## src/rtl/gf2qs_pkg.sv

```systemverilog
// ----------------------------------------------------------------------------
// gf2qs_pkg: shared types and constants
// Field widths, request codes, controller states and the command and status
// bundles passed between controller and datapath.
// ----------------------------------------------------------------------------
package gf2qs_pkg;

	localparam int KEY_ADDR_W = 9;
	localparam int KEY_WORD_W = 64;
	localparam int VAR_W      = 32;
	localparam int EQ_VAL_W   = 32;

	localparam logic CMD_LOAD = 1'b0;
	localparam logic CMD_EVAL = 1'b1;

	typedef enum logic [5:0] {
		ST_IDLE  = 6'b000001,
		ST_PACK  = 6'b000010,
		ST_FLUSH = 6'b000100,
		ST_WALK  = 6'b001000,
		ST_DRAIN = 6'b010000,
		ST_DONE  = 6'b100000
	} gf2qs_state_t;

	typedef struct packed {
		logic load;
		logic pack_start;
		logic pack_step;
		logic flush;
		logic walk_start;
		logic walk_step;
		logic out_load;
	} gf2qs_cmd_t;

	typedef struct packed {
		logic pack_last;
		logic walk_last;
	} gf2qs_sts_t;

endpackage

```

## src/rtl/gf2qs_ctrl.sv

```systemverilog
// ----------------------------------------------------------------------------
// gf2qs_ctrl: evaluation controller
// Sequences packing, flush, row walk and result hand-off; owns the request
// and response handshakes.
// ----------------------------------------------------------------------------
module gf2qs_ctrl import gf2qs_pkg::*; (
	input  logic       clk,
	input  logic       arst_n,
	input  logic       req_valid,
	input  logic       req_cmd,
	output logic       req_ready,
	output logic       rsp_valid,
	input  logic       rsp_ready,
	input  gf2qs_sts_t sts,
	output gf2qs_cmd_t cmd
);

	gf2qs_state_t state_q;
	gf2qs_state_t state_d;
	logic         out_valid_q;
	logic         req_fire;
	logic         out_free;

	assign req_ready = (state_q == ST_IDLE);
	assign req_fire  = req_valid && req_ready;
	assign out_free  = !out_valid_q || rsp_ready;
	assign rsp_valid = out_valid_q;

	always_comb begin
		state_d = state_q;
		cmd     = '0;
		case (state_q)
			ST_IDLE: begin
				if (req_fire) begin
					if (req_cmd == CMD_EVAL) begin
						cmd.pack_start = 1'b1;
						state_d        = ST_PACK;
					end else begin
						cmd.load = 1'b1;
					end
				end
			end
			ST_PACK: begin
				cmd.pack_step = 1'b1;
				if (sts.pack_last) begin
					state_d = ST_FLUSH;
				end
			end
			ST_FLUSH: begin
				cmd.flush      = 1'b1;
				cmd.walk_start = 1'b1;
				state_d        = ST_WALK;
			end
			ST_WALK: begin
				cmd.walk_step = 1'b1;
				if (sts.walk_last) begin
					state_d = ST_DRAIN;
				end
			end
			ST_DRAIN: begin
				state_d = ST_DONE;
			end
			ST_DONE: begin
				if (out_free) begin
					cmd.out_load = 1'b1;
					state_d      = ST_IDLE;
				end
			end
			default: begin
				state_d = ST_IDLE;
			end
		endcase
	end

	always_ff @(posedge clk or negedge arst_n) begin
		if (!arst_n) begin
			state_q     <= ST_IDLE;
			out_valid_q <= 1'b0;
		end else begin
			state_q <= state_d;
			if (cmd.out_load) begin
				out_valid_q <= 1'b1;
			end else if (rsp_ready) begin
				out_valid_q <= 1'b0;
			end
		end
	end

	a_no_overwrite: assert property (@(posedge clk) disable iff (!arst_n)
		cmd.out_load |-> (!out_valid_q || rsp_ready))
		else $error("pending result overwritten");

	a_pack_to_flush: assert property (@(posedge clk) disable iff (!arst_n)
		(state_q == ST_PACK && sts.pack_last) |=> (state_q == ST_FLUSH))
		else $error("packer end not followed by flush");

endmodule

```

## config.mk

```make
export PLATFORM = sky130hd
export DESIGN_NAME = gf2qs_ctrl
export DESIGN_NICKNAME = d
export VERILOG_FILES = /design/src/rtl/gf2qs_pkg.sv /design/src/rtl/gf2qs_ctrl.sv
export SDC_FILE = /design/constraint.sdc
export NUM_CORES = 1
export LEC_CHECK = 0
export BUFFER_PORTS_ARGS = -buffer_cell sky130_fd_sc_hd__clkbuf_2
export CAP_MARGIN = 20
export CORE_MARGIN = 5
export CORE_UTILIZATION = 30
export CTS_BUF_LIST = sky130_fd_sc_hd__clkbuf_16
export DETAILED_ROUTE_END_ITERATION = 12
export GPL_TIMING_DRIVEN = 0
export SETUP_SLACK_MARGIN = 0.15
export SLEW_MARGIN = 20
export SYNTH_ARGS = -nofsm -noshare
export SYNTH_HDL_FRONTEND = slang
export SYNTH_SLANG_ARGS = --single-unit
export TNS_END_PERCENT = 10
```

## constraint.sdc

```tcl
create_clock -name clk -period 2.6 [get_ports clk]
set_input_delay 0.39 -clock clk [delete_from_list [all_inputs] [get_ports clk]]
set_output_delay 0.39 -clock clk [all_outputs]
set_load 0.05 [all_outputs]
```

==> out/qor.csv <==
stage,metric,value,unit
status,status,completed,
logic_synthesis,Syn Std Cell Area,428,µm²
global_routing,initial antenna violation count,0,
critical_path,Worst setup EP type,output pin,
placement,number of port buffers,15,
logic_synthesis,Yosys top cell area share,0.351,
logic_synthesis,leading area contributor after synthesis,dfrtp_1,
critical_path,CP Launch Point,state_q[5]$_DFFE_PN0P_,
critical_path,Slowest cell on crit path,or4_1,
critical_path,Critical Path Max Stage Delay,0.56,ns
layout,fin nets,72,
layout,synthesis-to-finish area growth,43.9,%
sta,clock skew,0.00251,ns
sta,fin. max-slew vios,0,
min_path,Hold WC Path Type,primary input to flip-flop,
critical_path,crit path DAT,1.86,ns
placement,Placer Congestion,0.746,
critical_path,Reg2Reg Launch Point,state_q[1]$_DFFE_PN0P_,
cts,Post-CTS Setup Inserts,0,
critical_path,crit-path max FO,6,
sta,Tcrit/Tclk final,0.867,
route,WL per Instance,11.8,µm
placement,Final HPWL DP,732,µm
critical_path,crit-path cells,"or4_1, nor2_2, and3_1, clkbuf_2",
sta,setup_tns,0,ns
logic_synthesis,post-synthesis sequential area ratio,0.412,
layout,design area,616,µm²
placement,Post-Place Setup Slack,0.588,ns
sta,Final WS setup,0.346,ns
power_and_ir_drop,Final Total Pwr,0.704,mW
layout,layout cells sized above 1,0.422,
logic_synthesis,register bit total from synthesis,7,
layout,n_diodes,0,
job,Max-Cap Viols,0,
logic_synthesis,synthesized area per cell,9.73,µm²
route,DR vias/cell,4.77,
cts,Max clock buf depth,2,
logic_synthesis,commonest cells in the netlist,"6 x dfrtp_1, 6 x nor2_1, 4 x nand2b_1",
sta,Final min period,2.25,ns
logic_synthesis,Mapped Nets,51,
floorplan,CORE AREA,1320,µm²
logic_synthesis,"top cells by area, synth","dfrtp_1 35%, dfstp_2 6.1%, nand2b_1 5.8%, nor2_1 5.3%, nor3b_4 4.4%",
floorplan,Core Rows,13,
critical_path,Setup crit start kind,flip-flop,
route,final antenna-violating net count,0,
global_routing,GR Overflow Total,0,
sta,RSZ-0062 raised after global routing,no,
logic_synthesis,Post-synth ARST share,1.00,
cts,CTS Buf Count,3,
cts,clk sinks,7,
sta,final setup fails,0,
min_path,Min-Delay Startpoint,sts[1],
floorplan,# IOs,16,
route,Initial DRT Pass Iterations,3,
cts,H-tree Lvls,1,
layout,"non-filler cells, final",79,
logic_synthesis,post-synthesis cell type count,26,
route,via count,377,
cts,TritonCTS clock tree,yes,
floorplan,Die W,47.8,µm
route,Residual DRC,0,
route,drt initial violations,3,
global_routing,largest net degree at the start of global routing,8,
floorplan,initial core utilization,0.325,
cts,clock root buffer,clkbuf_16,
critical_path,Setup CP Type,flip-flop to output pin,
critical_path,Worst path top cell family by delay,simple AND/OR/NAND/NOR gates,
logic_synthesis,Mapped Cells,44,
sta,fmax,0.444,GHz
sta,Least-Margin Pin Slew,0.432,ns
floorplan,Die Y,47.8,µm
cts,Clock transition at path regs,0.04,ns
placement,area post-placement,527,µm²
placement,Inst Count DP,74,
global_routing,vias in the first global route,328,
power_and_ir_drop,Worst VDD drop,725,µV
logic_synthesis,top_reg_cell synth,dfrtp_1,
power_and_ir_drop,pwr dens,1140,nW/µm²
logic_synthesis,Yosys warnings,0,
global_routing,total track usage,0.0960,
global_routing,first-pass GRT wire length,1400,µm
critical_path,worst path bufs/invs,1,
cts,worst-skew pair later-pin latency,0.23,ns
power_and_ir_drop,Leakage,0.310,nW
critical_path,Critical Path RT,2.21,ns
floorplan,Die ar.,2280,µm²
route,total wire length,935,µm
sta,final hold vios,0,
sta,max_slew headroom,0.704,
logic_synthesis,number of enable flip-flop cells after synthesis,0,
-- routing by layer --
layer / vias up / track usage / wire [µm]
met5: - / 0 / 0
met4: 0 / 0.0161 / 0
met3: 0 / 0.0789 / 93
met2: 12 / 0.132 / 392
met1: 164 / 0.118 / 448
li1: 201 / - / -
-- flip-flops by register name, summed over array words and instances (netlist names) --
register	cells
rsp_valid	1
state_q	6
-- metrics by stage --
step | hold slack, ns | util
floorplan | 0.0944 | -
global placement | 0.236 | 0.400
detailed placement | 0.235 | 0.400
CTS | 0.360 | 0.467
global route | 0.376 | 0.467
finish | 0.361 | 0.467
-- cell usage in the layout, fill, tap and decap left out, types with 2 or more instances in the layout --
cell | netlist | final
clkbuf_2 | 0 | 15
dfrtp_1 | 6 | 6
nor4_1 | 3 | 3
clkbuf_16 | 0 | 3
nor2b_1 | 2 | 2
nand2_1 | 2 | 2
inv_1 | 1 | 2
nand2b_1 | 4 | 4
a21oi_1 | 2 | 2
nor2_2 | 0 | 2
nor2_1 | 6 | 4
-- area by class of cell --
type                            count  area, µm²
Buffer                              1       7.51
Clock buffer                        3       75.1
Clock inverter                      1       3.75
Fill cell                         126        702
Inverter                            2       7.51
Multi-Input combinational cell     34        241
Sequential cell                     7        176
Tap cell                           15       18.8
Timing Repair Buffer               16       85.1
-- cell families (layout without fill, tap and decap cells) --
logic type / after synthesis / in the layout / synth area share
buffers and inverters: 3 / 23 / 0.0351
AOI/OAI and AO/OA: 6 / 6 / 0.108
xor gates and xnor gates: 1 / 1 / 0.0205
muxes: 2 / 2 / 0.0497
and+or+nand+nor: 25 / 25 / 0.374
DFF: 7 / 7 / 0.412
-- path summary, 6_finish.rpt --
| check | to | slack [ns] | depth (start not counted) |
|---|---|---|---|
| worst min register to register | rsp_valid$_DFFE_PN0P_ | 0.55 | 2 |
| min in group asynchronous | state_q[5]$_DFFE_PN0P_ | 0.53 | 2 |
| worst min-delay path | state_q[1]$_DFFE_PN0P_ | 0.36 | 2 |
| worst max register to register | state_q[0]$_DFFE_PN1P_ | 0.65 | 5 |
| max in group asynchronous | state_q[0]$_DFFE_PN1P_ | 1.83 | 2 |
| worst max-delay path | cmd[5] | 0.35 | 4 |
-- repair_timing --
| item | in CTS | in global routing |
|---|---|---|
| endpoints found under the hold margin | 6 | 0 |
| hold buffers | 1 | 0 |
| resized for setup | 0 | 0 |
-- report_power, final --
part / internal [mW] / switching (mW) / total, mW
clock: 0.200 / 0.0560 / 0.256
combinational: 0.104 / 0.180 / 0.284
sequential: 0.135 / 0.0292 / 0.164
(Power assumes the default switching activity.)
